$ cat config.mk
export PLATFORM = sky130hd
export DESIGN_NAME = tga_stream_pixel_decoder
export DESIGN_NICKNAME = d
export VERILOG_FILES = /design/src/design/tgaspd_pkg.sv /design/src/design/tga_stream_pixel_decoder.sv /design/src/design/tgaspd_in_reg.sv /design/src/design/tgaspd_parser.sv /design/src/design/tgaspd_out_reg.sv
export SDC_FILE = /design/constraint.sdc
export NUM_CORES = 1
export LEC_CHECK = 0
export ABC_AREA = 1
export ABC_CLOCK_PERIOD_IN_PS = 6700
export BUFFER_PORTS_ARGS = -buffer_cell sky130_fd_sc_hd__buf_2
export CAP_MARGIN = 20
export CORE_UTILIZATION = 35
export DETAILED_ROUTE_END_ITERATION = 8
export PLACE_DENSITY = 0.58
export SYNTH_ARGS = -nofsm -noshare
export SYNTH_HDL_FRONTEND = slang
export SYNTH_SLANG_ARGS = --single-unit
$ cat constraint.sdc
create_clock -name clock -period 6.7 [get_ports clock]
set_clock_uncertainty 0.15 [all_clocks]
set_input_delay 2.01 -clock clock [delete_from_list [all_inputs] [get_ports clock]]
set_output_delay 2.01 -clock clock [all_outputs]
set_load 0.01 [all_outputs]
$ cat src/design/tgaspd_pkg.sv
// ----------------------------------------------------------------------------
// tgaspd_pkg
// Shared types and codes for the streaming TGA pixel decoder.
// ----------------------------------------------------------------------------
package tgaspd_pkg;

   localparam int BYTE_W   = 8;
   localparam int DIM_W    = 16;
   localparam int RUN_W    = 8;
   localparam int KIND_W   = 2;

   typedef enum logic [KIND_W-1:0] {
      KIND_ACCEPT = 2'd0,
      KIND_REJECT = 2'd1,
      KIND_RUN    = 2'd2
   } kind_type;

   // one input byte of the file
   typedef struct packed {
      logic [BYTE_W-1:0] data_byte;
      logic              first_byte;
   } in_item_type;

   // one result item
   typedef struct packed {
      kind_type          kind;
      logic [DIM_W-1:0]  image_width;
      logic [DIM_W-1:0]  image_height;
      logic [BYTE_W-1:0] red;
      logic [BYTE_W-1:0] green;
      logic [BYTE_W-1:0] blue;
      logic [BYTE_W-1:0] alpha;
      logic [RUN_W-1:0]  run_length;
      logic              last;
   } result_type;

endpackage

$ cat src/design/tga_stream_pixel_decoder.sv
// path: the byte is registered, then any result loads the rsp_valid register
// throughput: one byte per cycle, no bubbles while the result side keeps up
// the rate is set by the parser step between the input and result registers
// reset: synchronous, clears the registers' valid flags and the parse state;
// the decoder then waits for a byte marked first_byte
// ----------------------------------------------------------------------------
// tga_stream_pixel_decoder
// Streaming TGA decoder: header, id skip, raw and RLE pixel runs in RGBA.
// ----------------------------------------------------------------------------
module tga_stream_pixel_decoder (
   input  logic                               clock,
   input  logic                               reset,
   input  logic                               req_valid,
   output logic                               req_ready,
   input  logic [tgaspd_pkg::BYTE_W-1:0]      req_data_byte,
   input  logic                               req_first_byte,
   output logic                               rsp_valid,
   input  logic                               rsp_ready,
   output logic [tgaspd_pkg::KIND_W-1:0]      rsp_kind,
   output logic [tgaspd_pkg::DIM_W-1:0]       rsp_image_width,
   output logic [tgaspd_pkg::DIM_W-1:0]       rsp_image_height,
   output logic [tgaspd_pkg::BYTE_W-1:0]      rsp_red,
   output logic [tgaspd_pkg::BYTE_W-1:0]      rsp_green,
   output logic [tgaspd_pkg::BYTE_W-1:0]      rsp_blue,
   output logic [tgaspd_pkg::BYTE_W-1:0]      rsp_alpha,
   output logic [tgaspd_pkg::RUN_W-1:0]       rsp_run_length,
   output logic                               rsp_last
);
   import tgaspd_pkg::*;

   in_item_type req_item, item;
   logic        item_valid, step, can_take, res_valid;
   result_type  res, rsp_res;

   assign req_item.data_byte  = req_data_byte;
   assign req_item.first_byte = req_first_byte;

   // parser advances only when the result register can take its output
   assign step = item_valid && can_take;

   tgaspd_in_reg u_in_reg (
      .clock      (clock),
      .reset      (reset),
      .req_valid  (req_valid),
      .req_ready  (req_ready),
      .req_item   (req_item),
      .pop        (step),
      .item_valid (item_valid),
      .item       (item)
   );

   tgaspd_parser u_parser (
      .clock     (clock),
      .reset     (reset),
      .step      (step),
      .item      (item),
      .res_valid (res_valid),
      .res       (res)
   );

   tgaspd_out_reg u_out_reg (
      .clock      (clock),
      .reset      (reset),
      .load       (step),
      .load_valid (res_valid),
      .load_res   (res),
      .can_take   (can_take),
      .rsp_valid  (rsp_valid),
      .rsp_ready  (rsp_ready),
      .rsp_res    (rsp_res)
   );

   assign rsp_kind         = rsp_res.kind;
   assign rsp_image_width  = rsp_res.image_width;
   assign rsp_image_height = rsp_res.image_height;
   assign rsp_red          = rsp_res.red;
   assign rsp_green        = rsp_res.green;
   assign rsp_blue         = rsp_res.blue;
   assign rsp_alpha        = rsp_res.alpha;
   assign rsp_run_length   = rsp_res.run_length;
   assign rsp_last         = rsp_res.last;

endmodule

$ cat src/design/tgaspd_in_reg.sv
// ----------------------------------------------------------------------------
// tgaspd_in_reg
// Input register: holds one byte transfer until the parser consumes it.
// ----------------------------------------------------------------------------
module tgaspd_in_reg (
   input  logic                      clock,
   input  logic                      reset,
   input  logic                      req_valid,
   output logic                      req_ready,
   input  tgaspd_pkg::in_item_type   req_item,
   input  logic                      pop,
   output logic                      item_valid,
   output tgaspd_pkg::in_item_type   item
);
   import tgaspd_pkg::*;

   logic        full_ff, full_in;
   in_item_type item_ff;

   assign req_ready  = !full_ff || pop;
   assign item_valid = full_ff;
   assign item       = item_ff;

   always_comb begin
      full_in = full_ff;
      if (req_valid && req_ready) begin
         full_in = 1'b1;
      end else if (pop) begin
         full_in = 1'b0;
      end
   end

   always_ff @(posedge clock) begin
      if (reset) begin
         full_ff <= 1'b0;
      end else begin
         full_ff <= full_in;
      end
   end

   always_ff @(posedge clock) begin
      if (req_valid && req_ready) begin
         item_ff <= req_item;
      end
   end

endmodule

$ cat src/design/tgaspd_parser.sv
// ----------------------------------------------------------------------------
// tgaspd_parser
// Header parse, id skip and RLE / raw pixel decode, one byte per step.
// ----------------------------------------------------------------------------
module tgaspd_parser (
   input  logic                    clock,
   input  logic                    reset,
   input  logic                    step,
   input  tgaspd_pkg::in_item_type item,
   output logic                    res_valid,
   output tgaspd_pkg::result_type  res
);
   import tgaspd_pkg::*;

   typedef enum logic [2:0] {
      PH_IDLE   = 3'd0,
      PH_HEADER = 3'd1,
      PH_IDSKIP = 3'd2,
      PH_HEAD   = 3'd3,
      PH_PIXEL  = 3'd4,
      PH_DONE   = 3'd5
   } phase_type;

   localparam logic [4:0] HDR_LAST = 5'd17;
   localparam logic [7:0] TYPE_RGB      = 8'd2;
   localparam logic [7:0] TYPE_GRAY     = 8'd3;
   localparam logic [7:0] TYPE_RGB_RLE  = 8'd10;
   localparam logic [7:0] TYPE_GRAY_RLE = 8'd11;
   localparam logic [7:0] BPP_32 = 8'd32;
   localparam logic [7:0] BPP_24 = 8'd24;
   localparam logic [7:0] BPP_8  = 8'd8;
   localparam logic [7:0] OPAQUE = 8'd255;

   phase_type   phase_ff, phase_in;
   logic [4:0]  hdr_idx_ff, hdr_idx_in;
   logic [7:0]  id_skip_ff, id_skip_in;
   logic [7:0]  map_type_ff, map_type_in;
   logic [7:0]  img_type_ff, img_type_in;
   logic [7:0]  bpp_ff, bpp_in;
   logic [15:0] width_ff, width_in;
   logic [15:0] height_ff, height_in;
   logic [31:0] pix_left_ff, pix_left_in;
   logic [7:0]  pkt_left_ff, pkt_left_in;
   logic        pkt_run_ff, pkt_run_in;
   logic [1:0]  col_idx_ff, col_idx_in;
   logic [23:0] col_bytes_ff, col_bytes_in;

   logic        is_gray, is_rle, type_ok, bpp_ok, four_bytes;
   phase_type   data_phase;
   logic [4:0]  idx;
   logic [31:0] pix_product;
   logic [23:0] col_new;
   logic [7:0]  px_r, px_g, px_b, px_a;
   logic [7:0]  run;
   logic [7:0]  pkt_after;
   logic [31:0] pix_after;
   logic        have_pixel;

   assign is_gray    = (img_type_ff == TYPE_GRAY) || (img_type_ff == TYPE_GRAY_RLE);
   assign is_rle     = (img_type_ff == TYPE_RGB_RLE) || (img_type_ff == TYPE_GRAY_RLE);
   assign type_ok    = (img_type_ff == TYPE_RGB) || (img_type_ff == TYPE_GRAY) ||
                       (img_type_ff == TYPE_RGB_RLE) || (img_type_ff == TYPE_GRAY_RLE);
   assign bpp_ok     = (bpp_ff == BPP_32) || (bpp_ff == BPP_24) || (bpp_ff == BPP_8);
   assign four_bytes = (bpp_ff == BPP_32);
   assign data_phase = is_rle ? PH_HEAD : PH_PIXEL;
   assign idx        = item.first_byte ? 5'd0 : hdr_idx_ff;
   assign pix_product = width_ff * height_ff;

   // color assembly: place the byte first, then read B,G,R out of the new word
   always_comb begin
      col_new = col_bytes_ff;
      unique case (col_idx_ff)
         2'd0:    col_new[7:0]   = item.data_byte;
         2'd1:    col_new[15:8]  = item.data_byte;
         2'd2:    col_new[23:16] = item.data_byte;
         default: col_new        = col_bytes_ff;
      endcase
   end

   always_comb begin
      if (is_gray) begin
         have_pixel = 1'b1;
         px_r = item.data_byte;
         px_g = item.data_byte;
         px_b = item.data_byte;
         px_a = OPAQUE;
      end else begin
         have_pixel = four_bytes ? (col_idx_ff == 2'd3) : (col_idx_ff == 2'd2);
         px_b = col_new[7:0];
         px_g = col_new[15:8];
         px_r = col_new[23:16];
         px_a = four_bytes ? item.data_byte : OPAQUE;
      end
   end

   // run clamped to the pixels still owed
   always_comb begin
      run       = 8'd1;
      pkt_after = pkt_left_ff;
      if (is_rle && pkt_run_ff) begin
         run       = (pix_left_ff < {24'd0, pkt_left_ff}) ? pix_left_ff[7:0] : pkt_left_ff;
         pkt_after = 8'd0;
      end else if (is_rle) begin
         pkt_after = pkt_left_ff - 8'd1;
      end
      pix_after = pix_left_ff - {24'd0, run};
   end

   always_comb begin
      phase_in     = phase_ff;
      hdr_idx_in   = hdr_idx_ff;
      id_skip_in   = id_skip_ff;
      map_type_in  = map_type_ff;
      img_type_in  = img_type_ff;
      bpp_in       = bpp_ff;
      width_in     = width_ff;
      height_in    = height_ff;
      pix_left_in  = pix_left_ff;
      pkt_left_in  = pkt_left_ff;
      pkt_run_in   = pkt_run_ff;
      col_idx_in   = col_idx_ff;
      col_bytes_in = col_bytes_ff;
      res_valid    = 1'b0;
      res          = '0;
      res.kind     = KIND_ACCEPT;

      if (item.first_byte || phase_ff == PH_HEADER) begin
         phase_in   = PH_HEADER;
         hdr_idx_in = idx + 5'd1;
         unique case (idx)
            5'd0:    id_skip_in  = item.data_byte;
            5'd1:    map_type_in = item.data_byte;
            5'd2:    img_type_in = item.data_byte;
            5'd12:   width_in    = {width_ff[15:8], item.data_byte};
            5'd13:   width_in    = {item.data_byte, width_ff[7:0]};
            5'd14:   height_in   = {height_ff[15:8], item.data_byte};
            5'd15:   height_in   = {item.data_byte, height_ff[7:0]};
            5'd16:   bpp_in      = item.data_byte;
            default: ;
         endcase
         if (idx == HDR_LAST) begin
            res_valid        = 1'b1;
            res.image_width  = width_ff;
            res.image_height = height_ff;
            if (!type_ok || !bpp_ok || map_type_ff != 8'd0) begin
               phase_in = PH_DONE;
               res.kind = KIND_REJECT;
               res.last = 1'b1;
            end else begin
               pix_left_in  = pix_product;
               pkt_left_in  = 8'd0;
               pkt_run_in   = 1'b0;
               col_idx_in   = 2'd0;
               col_bytes_in = 24'd0;
               if (width_ff == 16'd0 || height_ff == 16'd0) begin
                  phase_in = PH_DONE;
                  res.last = 1'b1;
               end else begin
                  phase_in = (id_skip_ff != 8'd0) ? PH_IDSKIP : data_phase;
               end
            end
         end
      end else begin
         unique case (phase_ff)
            PH_IDSKIP: begin
               id_skip_in = id_skip_ff - 8'd1;
               if (id_skip_ff == 8'd1) begin
                  phase_in = data_phase;
               end
            end
            PH_HEAD: begin
               pkt_run_in   = item.data_byte[7];
               pkt_left_in  = item.data_byte[7] ? (item.data_byte - 8'd127)
                                                : (item.data_byte + 8'd1);
               col_idx_in   = 2'd0;
               col_bytes_in = 24'd0;
               phase_in     = PH_PIXEL;
            end
            PH_PIXEL: begin
               if (!is_gray && !have_pixel) begin
                  col_idx_in   = col_idx_ff + 2'd1;
                  col_bytes_in = col_new;
               end else begin
                  if (!is_gray) begin
                     col_idx_in   = 2'd0;
                     col_bytes_in = 24'd0;
                  end
                  res_valid      = 1'b1;
                  res.kind       = KIND_RUN;
                  res.red        = px_r;
                  res.green      = px_g;
                  res.blue       = px_b;
                  res.alpha      = px_a;
                  res.run_length = run;
                  pkt_left_in    = pkt_after;
                  pix_left_in    = pix_after;
                  if (pix_after == 32'd0) begin
                     res.last = 1'b1;
                     phase_in = PH_DONE;
                  end else if (is_rle && pkt_after == 8'd0) begin
                     phase_in = PH_HEAD;
                  end else begin
                     phase_in = PH_PIXEL;
                  end
               end
            end
            default: ;
         endcase
      end
   end

   always_ff @(posedge clock) begin
      if (reset) begin
         phase_ff     <= PH_IDLE;
         hdr_idx_ff   <= 5'd0;
         id_skip_ff   <= 8'd0;
         map_type_ff  <= 8'd0;
         img_type_ff  <= 8'd0;
         bpp_ff       <= 8'd0;
         width_ff     <= 16'd0;
         height_ff    <= 16'd0;
         pix_left_ff  <= 32'd0;
         pkt_left_ff  <= 8'd0;
         pkt_run_ff   <= 1'b0;
         col_idx_ff   <= 2'd0;
         col_bytes_ff <= 24'd0;
      end else if (step) begin
         phase_ff     <= phase_in;
         hdr_idx_ff   <= hdr_idx_in;
         id_skip_ff   <= id_skip_in;
         map_type_ff  <= map_type_in;
         img_type_ff  <= img_type_in;
         bpp_ff       <= bpp_in;
         width_ff     <= width_in;
         height_ff    <= height_in;
         pix_left_ff  <= pix_left_in;
         pkt_left_ff  <= pkt_left_in;
         pkt_run_ff   <= pkt_run_in;
         col_idx_ff   <= col_idx_in;
         col_bytes_ff <= col_bytes_in;
      end
   end

endmodule

$ cat src/design/tgaspd_out_reg.sv
// ----------------------------------------------------------------------------
// tgaspd_out_reg
// Result register: holds one result until the consumer takes the transfer.
// ----------------------------------------------------------------------------
module tgaspd_out_reg (
   input  logic                   clock,
   input  logic                   reset,
   input  logic                   load,
   input  logic                   load_valid,
   input  tgaspd_pkg::result_type load_res,
   output logic                   can_take,
   output logic                   rsp_valid,
   input  logic                   rsp_ready,
   output tgaspd_pkg::result_type rsp_res
);
   import tgaspd_pkg::*;

   logic       valid_ff, valid_in;
   result_type res_ff;

   assign can_take  = !valid_ff || rsp_ready;
   assign rsp_valid = valid_ff;
   assign rsp_res   = res_ff;

   always_comb begin
      valid_in = valid_ff;
      if (can_take) begin
         valid_in = load && load_valid;
      end
   end

   always_ff @(posedge clock) begin
      if (reset) begin
         valid_ff <= 1'b0;
      end else begin
         valid_ff <= valid_in;
      end
   end

   always_ff @(posedge clock) begin
      if (can_take && load && load_valid) begin
         res_ff <= load_res;
      end
   end

endmodule

---- Yosys cells after proc, flatten, opt, wreduce, memory -nomap -nowiden ----
Cells that the tools add are included.
storage, ports and cells
  memory bits (writable) .................. 0
  bits in latches ......................... 0
  memories ................................ 0
  bits in read-only memories .............. 0
  output and inout bits ................... 77
  register bits ........................... 225
cells by class
  divide/modulo/power cells ............... 0
  bitwise operators ....................... 5
  $lt $le $gt $ge ......................... 1
  equal/unequal tests ..................... 30
  multiplexer cells ....................... 76
  add/subtract/negate cells ............... 7
  reduce and logical (&&, ||, !) cells .... 57
  multiply operators ...................... 1
  shift-type cells ........................ 0
operators by type and width
  operator               count
  $mux W32               5
  $mux W8                20
  $mux W24               5
  $pmux W16 S2           2
  $pmux W24 S2           1
  $mux W34               1
  $logic_not A16 Y1      2
  $logic_not A32 Y1      1
  $lt A32 B8 Y1          1
  $mul A16 B16 Y32       1
  $sub A32 B8 Y32        1
  $mux W3                10
  $eq A8 B4 Y1 const B   3
  $reduce_and A4 Y1      6
  $eq A5 B4 Y1 const B   4
  $mux W1                20
  $eq A8 B2 Y1 const B   2
  $mux W2                8
  $pmux W8 S2            1
  $reduce_bool A8 Y1     2
  $sub A8 B1 Y8 const B  2
  $reduce_and A5 Y1      3
  $logic_or A1 B1 Y1     13
  $reduce_and A3 Y1      4
  other kinds (34)       59

---- Depth between registers and ports, before layout ----
Gate-level depths: netlist (run 1).
  depth in word-level cells ............... 11
  depth in mapped cells ................... 32
  depth with buffers taken out ............ 32

---- Modules after synthesis ----
From an unflattened synthesis (run 1), not the netlist that was laid out.
second synthesis, totals
  cell total of the unflattened synthesis .. 2713
  area total of the unflattened synthesis .. 20393.3 um2
by module, submodules not included
  module                    area an instance (um2)  times used  sequential area each (um2)  cells an instance
  tgaspd_parser             17768.3                 1           2782.7                      2615
  tgaspd_out_reg            2299.7                  1           2272.2                      81
  tgaspd_in_reg             317.8                   1           290.3                       15
  tga_stream_pixel_decoder  7.5                     1           0.0                         2

---- Least setup slack after synthesis (run 1) ----
OpenSTA, ideal clock, no wires.
  path kind ............................... register to register
  start ................................... reg u_parser.height_ff[1]
  end ..................................... reg u_parser.pix_left_ff[29]
  path buffers ............................ 2
  library setup time ...................... 117 ps
  arrival ................................. 5615 ps
  cell stages (with the launch flop) ...... 27
  period minus slack after synthesis ...... 5882 ps
  setup slack ............................. 818 ps
  cells stage by stage .................... dfxtp_1 clkbuf_1 buf_1 nand2_1 fa_1 inv_1 fa_1 inv_1 fa_1 inv_1 fa_1 inv_1 fa_1 inv_1 fa_1 ha_1 nand2_1 nor2_1 nand2_1 nand2_1 nand2_1 nand3_1 a21o_1 a21oi_1 or2_2 nand3_1 a21oi_1
on the way
  longest elaborated chain between the ends .. 4
RTL lines
  what                    RTL line              text
  from (decl)             tgaspd_parser.sv:41   logic [15:0] height_ff, height_in;
  from (signal assigned)  tgaspd_parser.sv:235  height_ff <= height_in;
  $mul A16 B16 Y32        tgaspd_parser.sv:67   assign pix_product = width_ff * height_ff;
  $mux W32                tgaspd_parser.sv:145  if (!type_ok || !bpp_ok || map_type_ff != 8'd0) begin
  $mux W32                tgaspd_parser.sv:141  if (idx == HDR_LAST) begin
  $mux W32                tgaspd_parser.sv:127  if (item.first_byte || phase_ff == PH_HEADER) begin
  to (signal assigned)    tgaspd_parser.sv:236  pix_left_ff <= pix_left_in;
  to (decl)               tgaspd_parser.sv:42   logic [31:0] pix_left_ff, pix_left_in;
No other way between the ends. The select of a mux whose other input is x is not followed.
A chain may end at the register's enable or synchronous reset.

---- Worst setup path after layout (run 1) ----
  start ................................... reg u_parser.width_ff[10]
  end ..................................... reg u_parser.pix_left_ff[29]
on the way
  longest elaborated chain between the ends .. 4
RTL lines
  what                    RTL line              text
  from (decl)             tgaspd_parser.sv:40   logic [15:0] width_ff, width_in;
  from (signal assigned)  tgaspd_parser.sv:234  width_ff <= width_in;
  $mul A16 B16 Y32        tgaspd_parser.sv:67
  $mux W32                tgaspd_parser.sv:145
  $mux W32                tgaspd_parser.sv:141
  $mux W32                tgaspd_parser.sv:127
No other way between the ends. The select of a mux whose other input is x is not followed.

==> results.md, run 1 <==
* Worst slack, placed at 0.339 ns
* Mapped Cells at roughly 2.6k
* CP Depth at 25
* R2R Path Start: u_parser.width_ff[10]$_SDFFE_PP0P_
* Area growth syn-to-layout at 10.1%
* Number of synthesis warnings at 0
* Dpl cells at 3396
* Die width at around 240 um
* Psw at 0.754 mW
* Clock network power share at ~47%
* Synth Area per Inst at between 7 and 8 um2
* Reg2reg end: u_parser.pix_left_ff[29]$_SDFFE_PP0P_
* Pre-Repair DR Iteration Count at 5
* Cell Area, Synth at 20100 um2
* Logic gate share of total power at 5.5%
* Synth area leaders: fa_1, dfxtp_1, edfxtp_1
* Worst Setup EP: u_parser.pix_left_ff[29]$_SDFFE_PP0P_
* Worst skew pair latency at between 0.5 and 0.6 ns
* Core area at about 56000 um2
* Share of power burned in registers at between 40% and 50%
* Ratio of cells with drive above 1 in the final layout at approximately 8.1%
* Grt ovf at 0
* CP Data Required Time at approximately 7 ns
* Vias per Instance at 5.00
* Vias in the first global route at 16.9k
* Final core utilization at between 30% and 40%
* Post-synth EDFFs at 84
* Final GP Congestion at around 0.88
* Worst path bufs/invs at 6
* Slew @ Worst Pin at 1.01 ns
* Hold Path Class: reg2reg
* Pins over their slew limit at 0
* Worst stage delay on the critical path at 0.64 ns
* Share of the synthesized area in the top cell type at approximately 20%
* CTS sink cnt at around 230
* Post-Synth Adder-Cell Area at between 20% and 30%
* DRC viols at 0
* CP most frequent cell: fa_1
* Port bufs at around 90
* Total CTS buffers at 26
* Worst setup EP type: register
* Die Height at ~240 um
* Ant diodes at 0
* Part of the Yosys area used for sequential elements at between 20% and 30%
* Row count at 87
* Dpl cell area at 21200 um2
* Post-Synth XOR/XNOR Area at less than 1%
* Hold Fails Final Rpt at 0
* Synth area leader: fa_1
* Drt wl/cell at around 16 um
* Peak Freq at 155 MHz
* Crit path launch: u_parser.width_ff[10]$_SDFFE_PP0P_
* DR iter-0 viols at 1174
* Die area at between 50000 and 60000 um2
* RSZ-0062 raised after global routing: false
* WHS at 0.314 ns
* Net Sw Frac at 24.9%
* Setup TNS at 0 ns
* Setup repair bufs after CTS at 0
* Worst-path clk slew at 0.06 ns
* CTS root buf: clkbuf_16
* Run status: completed
* Pin count of the biggest net entering global routing at between 50 and 60
* Reg2reg setup slack at between 0.2 and 0.25 ns
* Fin crit period at 6.46 ns
* # hold bufs at CTS at 0
* Initial antenna violation count at 0
* Crit-path max FO at 12
* Max cap viols at 0
* Worst path slowest cell: dfxtp_1
* Crit path kind: reg2reg
* Leakage power at 10.4 nW
* Crit start category: register
* CTS tree: yes
* Total wire length at approximately 56000 um
* Seq cells post-synth at between 200 and 250
* Layout net count at about 3.0k
* Async S/R FF share, synth at 0%
* Pint at about 2.3 mW
* Post-synthesis simple-gate area fraction at 21.0%
* DR vias at around 17k
* Commonest non-fill, non-tap cell in the layout: nand2_1
* Non-Filler Cell Area, Final at approximately 22000 um2
* Dpl hpwl at approximately 43000 um
* Post-synth cell types at between 50 and 60
* Global-route wire length before repair at a little over 90000 um
* Mapped Nets at between 2k and 3k
* Multiplexer share of the synthesized area at 0%
* FILL cells at 5791
* Starting Density at 35.5%
* Final WS setup at 0.240 ns
* Final setup violation count at 0
* Complex-gate fraction of the synthesized area at roughly an eighth
* Rel. slew slack at 32.6%
* H-Tree Depth at 1
* Power Dens Cells at between 100 and 150 nW/um2
* CTS resizes at 0
* Top delay family on crit path: adder cells
* FF-to-FF path depth at 25
* Worst vdd ir at 0.173 mV
* GRT Overall Usage at 19.6%
* Period Utilization, post-route at 96.4%
* Final cell count without fillers at around 3.4k
* I/O pin count at 90
* Post-route ant nets at 0
* Clock Path Buffers at 3
* Pwr Total at between 3 and 4 mW
* CP arrival at ~6.8 ns
* Main combinational cell family by area after synthesis: adder cells
* Predominant post-synthesis flop cell: dfxtp_1
* Commonest cells after routing, fill and taps aside: nand2_1, inv_1, a21oi_1
==> cell usage after synthesis, drive strengths merged (6+ instances only) <==
master  instances
nand2         624
xnor2           9
nor3           23
or2             9
o211ai         13
nor2          178
inv           497
a211oi          8
nand3         108
fa            195
a21o            6
a21oi         200
edfxtp         84
clkbuf         91
dfxtp         141
xor2           12
o21ai         166
a31oi          30
ha            132
nor4           20
nand4          25
buf            42
==> registers in the layout, summed over array words and instances (netlist names) <==
register               count
u_out_reg.rsp_res         75
u_parser.pix_left_ff      32
u_parser.col_bytes_ff     24
u_parser.height_ff        16
u_parser.width_ff         16
u_in_reg.item              9
u_parser.bpp_ff            8
u_parser.id_skip_ff        8
u_parser.img_type_ff       8
u_parser.map_type_ff       8
u_parser.pkt_left_ff       8
u_parser.hdr_idx_ff        5
u_parser.phase_ff          3
u_parser.col_idx_ff        2
u_in_reg.item_valid        1
u_out_reg.rsp_valid        1
u_parser.pkt_run_ff        1
==> final cells by class <==
type / instances / area, um2 / share of cell area (%)
inverter: 498 / 1870 / 8.46
timing repair buffer: 131 / 764 / 3.46
clock inverter: 17 / 155 / 0.702
multi-input combinational: 1787 / 12300 / 55.8
tap: 756 / 946 / 4.28
sequential: 225 / 5350 / 24.2
clock buffer: 31 / 689 / 3.12
==> tightest hold or removal path, delay by kind of cell, from the launching register on <==
family	cells	cell delay, ns
AO/OA/AOI/OAI	1	0.05
flip-flops	1	0.30
AND/OR/NAND/NOR	1	0.06
==> kinds of logic after synthesis <==
logic type,after synthesis
compound gates,441
fa+ha+maj,327
buf+inv,631
flops,225
xor+xnor,21
simple gates,998
==> power groups by stage <==
stage	Sequential (mW)	Clock (mW)	Combinational, mW
final	1.44	1.43	0.166
after CTS	1.44	1.45	0.166
after floorplan	1.46	0	0.116
after global routing	1.44	1.50	0.182
after detailed placement	1.47	0	0.164
after global placement	1.47	0	0.161
==> worst min-delay path by stage <==
stage	slack (ns)	from	to	cells after the start
detailed placement	0.31	u_parser.col_bytes_ff[11]$_SDFFE_PP0P_	u_parser.col_bytes_ff[11]$_SDFFE_PP0P_	2
global placement	0.30	u_parser.col_bytes_ff[11]$_SDFFE_PP0P_	u_parser.col_bytes_ff[11]$_SDFFE_PP0P_	2
floorplan	0.29	u_parser.col_bytes_ff[10]$_SDFFE_PP0P_	u_parser.col_bytes_ff[10]$_SDFFE_PP0P_	2
global route	0.34	u_parser.col_bytes_ff[23]$_SDFFE_PP0P_	u_parser.col_bytes_ff[23]$_SDFFE_PP0P_	2
CTS	0.32	u_parser.col_bytes_ff[17]$_SDFFE_PP0P_	u_parser.col_bytes_ff[17]$_SDFFE_PP0P_	2
finish	0.31	u_parser.col_bytes_ff[17]$_SDFFE_PP0P_	u_parser.col_bytes_ff[17]$_SDFFE_PP0P_	2
==> metal layers <==
layer	routed length (um)	track usage, %	part of all wire (%)
met5	0	0	0
met3	3130	2.13	5.6
met1	26100	28.2	47
met2	25400	31.4	45
met4	1300	4.99	2.3
Note: power is estimated with default switching activity, not from simulation.
==> run 2, diff against run 1 <==
Settings changed: ABC_CLOCK_PERIOD_IN_PS 6700 to 6300.
Clock period 6.7 ns to 6.3 ns, I/O delays scaled along.
==> results.md, run 2 (synthesis gave the netlist of run 1 again) <==
* Slew @ Worst Pin at roughly 1.0 ns
* Die area at approximately 58000 um2
* DR vias at around 17k
* Row count at 87
* CP arrival at 6.25 ns
* Global-route wire length before repair at between 90000 and 100000 um
* Worst stage delay on the critical path at 0.55 ns
* Commonest cells after routing, fill and taps aside: nand2_1, inv_1, a21oi_1
* Clock Path Buffers at 3
* Final cell count without fillers at 3462
* Worst vdd ir at between 0.15 and 0.2 mV
* CP most frequent cell: fa_1
* Final GP Congestion at 0.862
* RSZ-0062 raised after global routing: false
* Core area at about 56000 um2
* Rel. slew slack at around a third
* Ratio of cells with drive above 1 in the final layout at approximately a tenth
* FF+latch area at about 5400 um2
* Pre-Repair DR Iteration Count at 6
* Max cap viols at 0
* Reg2reg setup slack at between 0.3 and 0.4 ns
* Period Utilization, post-route at between 90% and 100%
* Commonest non-fill, non-tap cell in the layout: nand2_1
* Hold Path Class: reg2reg
* DR iter-0 viols at 1219
* Post-route ant nets at 0
* Pwr Total at 3.26 mW
* Fin crit period at between 5 and 6 ns
* Total CTS buffers at 26
* Vias in the first global route at between 15k and 20k
* CTS sink cnt at 225
* Run status: completed
* Crit-path max FO at 13
* # hold bufs at CTS at 0
* H-Tree Depth at 1
* Layout net count at between 3k and 4k
* CP Data Required Time at between 6 and 7 ns
* Crit-path cells: nand2_1 > fa_1 > inv_1 > fa_1 > inv_1 > fa_1 > inv_1 > fa_1 > inv_1 > fa_1 > inv_1 > fa_1 > ha_1 > buf_4 > a21o_1 > a31oi_1 > nand2_1 > nand2_1 > nand2_1 > o21ai_0 > nand2_1 > o211ai_1 > inv_2
* Hold Fails Final Rpt at 0
* Dpl cells at between 3k and 4k
* DRC viols at 0
* Area growth syn-to-layout at 11.1%
* GRT Overall Usage at roughly a fifth
* FILL cells at between 5k and 6k
* I/O pin count at 90
* Setup TNS at 0 ns
* Starting Density at about 36%
* Hold_sp: u_parser.col_bytes_ff[17]$_SDFFE_PP0P_
* Hold endpoint: u_parser.col_bytes_ff[17]$_SDFFE_PP0P_
* Leakage power at between 10 and 15 nW
* Initial antenna violation count at 0
* Pin count of the biggest net entering global routing at a little over 90
* R2R Path Start: u_parser.height_ff[5]$_SDFFE_PP0P_
* FF-to-FF path depth at 23
* Worst setup EP type: register
* Largest register FFs at 75
* Grt ovf at 0
* Port bufs at just under 90
* Multi-input gate area at between 10000 and 15000 um2
* Ant diodes at 0
* Final setup violation count at 0
* Total wire length at 54900 um
* Die Height at between 200 and 250 um
* Dpl hpwl at between 40000 and 50000 um
* Power Dens Cells at around 150 nW/um2
* Reg2reg end: u_parser.pix_left_ff[18]$_SDFFE_PP0P_
* Hold Path Stages at 2
* Worst skew pair latency at 0.55 ns
* CTS tree: yes
* Worst path slowest cell: fa_1
* Crit path kind: reg2reg
* Crit start category: register
* Peak Freq at 168 MHz
* CTS root buf: clkbuf_16
* Pins over their slew limit at 0
* Vias per Instance at approximately 5
* Die width at ~240 um
* Drt wl/cell at approximately 16 um
* Worst-path clk slew at 0.06 ns
==> run 2: changes by cell type in the layout (fill, tap and decap cells not counted), sizes merged <==
cell,change
buf,+16
clkbuf,+6
bufinv,+1
clkinv,-3
clkinvlp,-2
inv,-1
==> run 2: worst max-delay path: cells and delay by family, from the launching register on <==
kind	cells	cell delay, ns
adder cells (fa/ha/maj)	7	3.28
AO/OA/AOI/OAI	4	0.87
buffers and inverters	7	0.48
flip-flops	1	0.52
AND/OR/NAND/NOR	5	0.55
==> run 2: area by class of cell <==
class | instances | share of cell area (%)
Sequential cell | 225 | 24.1
Timing Repair Buffer | 148 | 4.05
Tap cell | 756 | 4.24
Clock inverter | 12 | 0.685
Multi-Input combinational cell | 1787 | 55.3
Clock buffer | 36 | 3.23
Inverter | 498 | 8.39
==> run 2: worst max path at each step <==
stage / slack, ns / depth (start not counted) / to / start
after floorplan: 0.42 / 26 / u_parser.pix_left_ff[29]$_SDFFE_PP0P_ / u_parser.height_ff[1]$_SDFFE_PP0P_
after detailed placement: 0.16 / 23 / u_parser.pix_left_ff[18]$_SDFFE_PP0P_ / u_parser.width_ff[11]$_SDFFE_PP0P_
final: 0.34 / 23 / u_parser.pix_left_ff[18]$_SDFFE_PP0P_ / u_parser.height_ff[5]$_SDFFE_PP0P_
after global routing: 0.007 / 24 / u_parser.pix_left_ff[29]$_SDFFE_PP0P_ / u_parser.height_ff[8]$_SDFFE_PP0P_
after CTS: 0.1 / 23 / u_parser.pix_left_ff[18]$_SDFFE_PP0P_ / u_parser.width_ff[11]$_SDFFE_PP0P_
after global placement: 0.17 / 23 / u_parser.pix_left_ff[18]$_SDFFE_PP0P_ / u_parser.width_ff[11]$_SDFFE_PP0P_
==> run 2: per-stage QoR <==
| step | util [%] | setup slack, ns | hold slack (ns) | area [um2] |
|---|---|---|---|---|
| finish | 39.5 | 0.341 | 0.318 | 22300 |
| global route | 39.5 | 0.00666 | 0.332 | 22300 |
| CTS | 39.4 | 0.0975 | 0.318 | 22200 |
| detailed placement | 37.8 | 0.160 | 0.308 | 21400 |
| global placement | 37.8 | 0.171 | 0.302 | 21400 |
| floorplan | - | 0.418 | 0.294 | 20100 |
==> run 2: timing repair <==
action | CTS | global route
resized for setup | 0 | 22
buffers inserted | 0 | 0
setup endpoints to repair | 0 | 15
hold endpoints to repair | 0 | 0
==> run 2: power breakdown <==
part | switching (mW) | total (mW) | leakage, nW | internal [mW]
clock | 0.629 | 1.55 | 0.428 | 0.925
sequential | 0.0162 | 1.53 | 1.95 | 1.51
combinational | 0.133 | 0.176 | 8.19 | 0.0427
total | 0.778 | 3.26 | 10.6 | 2.48
==> run 2: routing by layer <==
| metal | wire length, um | track usage [%] | vias up |
|---|---|---|---|
| met1 | 25200 | 27.3 | 8271 |
| met2 | 25600 | 31.8 | 506 |
| li1 | - | - | 8408 |
| met4 | 837 | 3.68 | 0 |
| met3 | 3190 | 2.24 | 60 |
| met5 | 0 | 0 | - |
==> run 3, diff against run 2 <==
Settings changed: ABC_CLOCK_PERIOD_IN_PS 6300 to 7100.
Clock period 6.3 ns to 7.1 ns, I/O delays scaled along.
==> results.md, run 3 (synthesis gave the netlist of run 1 again) <==
* Run status: completed
* Area growth syn-to-layout at 9.65%
* Worst setup EP type: register
* Pins over their slew limit at 0
* CTS tree: yes
* Hold Path Class: reg2reg
* Peak Freq at approximately 150 MHz
* Core area at around 56000 um2
* Die Height at ~240 um
* CTS root buf: clkbuf_16
* Crit start category: register
* RSZ-0062 raised after global routing: false
* Post-route ant nets at 0
* Fin crit period at about 6.5 ns
* Period Utilization, post-route at between 90% and 100%
* Worst-path clk slew at ~0.060 ns
* Row count at just under 90
* Leakage power at between 10 and 15 nW
* Hold Fails Final Rpt at 0
* Crit-path max FO at 19
* Commonest non-fill, non-tap cell in the layout: nand2_1
* Commonest cells after routing, fill and taps aside: nand2_1, inv_1, a21oi_1
* Crit path kind: reg2reg
* Drt wl/cell at ~16 um
* Pre-Repair DR Iteration Count at 5
* Vias in the first global route at 16.8k
* Worst slack, placed at between 0.6 and 0.7 ns
* DR iter-0 viols at between 1k and 1.5k
* Dpl hpwl at just over 40000 um
* CP Data Required Time at 7.43 ns
* GRT Overall Usage at 19.2%
* Setup repair bufs after CTS at 0
* Die width at between 200 and 250 um
* Worst path bufs/invs at 5
* Worst skew pair latency at 0.56 ns
* Vias per Instance at 4.97
* Worst stage delay on the critical path at between 0.8 and 0.9 ns
* Setup TNS at 0 ns
* Layout net count at 2989
* Total CTS buffers at 26
* I/O pin count at 90
* # hold bufs at CTS at 0
* CTS resizes at 0
* Rel. slew slack at roughly 28%
* Global-route wire length before repair at between 80000 and 90000 um
* Top delay family on crit path: adder cells
* Clock Path Buffers at 3
* Worst path slowest cell: dfxtp_1
* Pin count of the biggest net entering global routing at a little over 90
* DRC viols at 0
* CP most frequent cell: fa_1
* Final GP Congestion at approximately 0.9
* DR vias at about 17k
* Ant diodes at 0
* Die area at around 58000 um2
* Initial antenna violation count at 0
* H-Tree Depth at 1
* Final WS setup at 0.622 ns
* CP arrival at about 7 ns
* Power Dens Cells at around 130 nW/um2
* Worst vdd ir at about 0.15 mV
* CTS sink cnt at between 200 and 250
* Largest register FFs at 75
* Final setup violation count at 0
* Slew @ Worst Pin at between 1 and 1.5 ns
* Crit-path cells: nand2_1 > fa_1 > inv_1 > fa_1 > inv_1 > fa_1 > inv_1 > fa_1 > inv_1 > fa_1 > inv_1 > fa_1 > ha_1 > nand2_1 > nor2_1 > nand2_1 > nand2_1 > nand2_1 > nand3_1 > a21o_1 > o21ai_0 > a21oi_1 > nor3_1 > nor2_1
* Ratio of cells with drive above 1 in the final layout at between 7 and 8%
* Starting Density at between 30 and 40%
* Max cap viols at 0
* Total wire length at between 50000 and 60000 um
* Port bufs at just under 90
* Grt ovf at 0
run 3: layout make-up:
class | count | area (um2)
multi-input combinational | 1787 | 12300
clock inverter | 19 | 235
sequential | 225 | 5350
fill | 5718 | 34500
timing repair buffer | 111 | 611
inverter | 498 | 1870
tap | 756 | 946
clock buffer | 29 | 672
run 3: metrics by stage:
stage	instance area, um2	hold WS, ns	power, mW	utilization (%)	std cells
final	22000	0.315	2.94	38.9	3425
after global routing	22000	0.330	3.03	38.9	3425
after CTS	22000	0.315	2.96	38.9	3425
after detailed placement	21100	0.306	1.54	37.3	3377
after global placement	21100	0.302	1.53	37.3	3377
after floorplan	20100	0.294	1.49	-	2643
run 3: worst paths after layout:
check	to	start	slack (ns)	depth (start not counted)
worst max-delay path	u_parser.pix_left_ff[27]$_SDFFE_PP0P_	u_parser.width_ff[13]$_SDFFE_PP0P_	0.62	24
worst max register to register	u_parser.pix_left_ff[27]$_SDFFE_PP0P_	u_parser.width_ff[13]$_SDFFE_PP0P_	0.62	24
worst min register to register	u_parser.col_bytes_ff[22]$_SDFFE_PP0P_	u_parser.col_bytes_ff[22]$_SDFFE_PP0P_	0.31	2
worst min-delay path	u_parser.col_bytes_ff[22]$_SDFFE_PP0P_	u_parser.col_bytes_ff[22]$_SDFFE_PP0P_	0.31	2
run 3: worst min-delay path, stage by stage, from the launching register on:
cell	delay, ns
dfxtp_1	0.31
nand2_1	0.06
a21oi_1	0.05
run 3: power breakdown:
part           total (mW)  switching [mW]  leakage (nW)  internal (mW)
registers            1.36          0.0147          1.94           1.34
logic               0.154           0.116          8.00         0.0379
clock network        1.43           0.561         0.447          0.865
total                2.94           0.692          10.4           2.24
run 3: routing by layer:
metal | track usage, % | share of wire (%) | vias up
met3 | 2.23 | 5.3 | 69
li1 | - | - | 8341
met4 | 4.43 | 2.0 | 0
met2 | 31.3 | 46 | 430
met5 | 0 | 0 | -
met1 | 27.1 | 47 | 8170
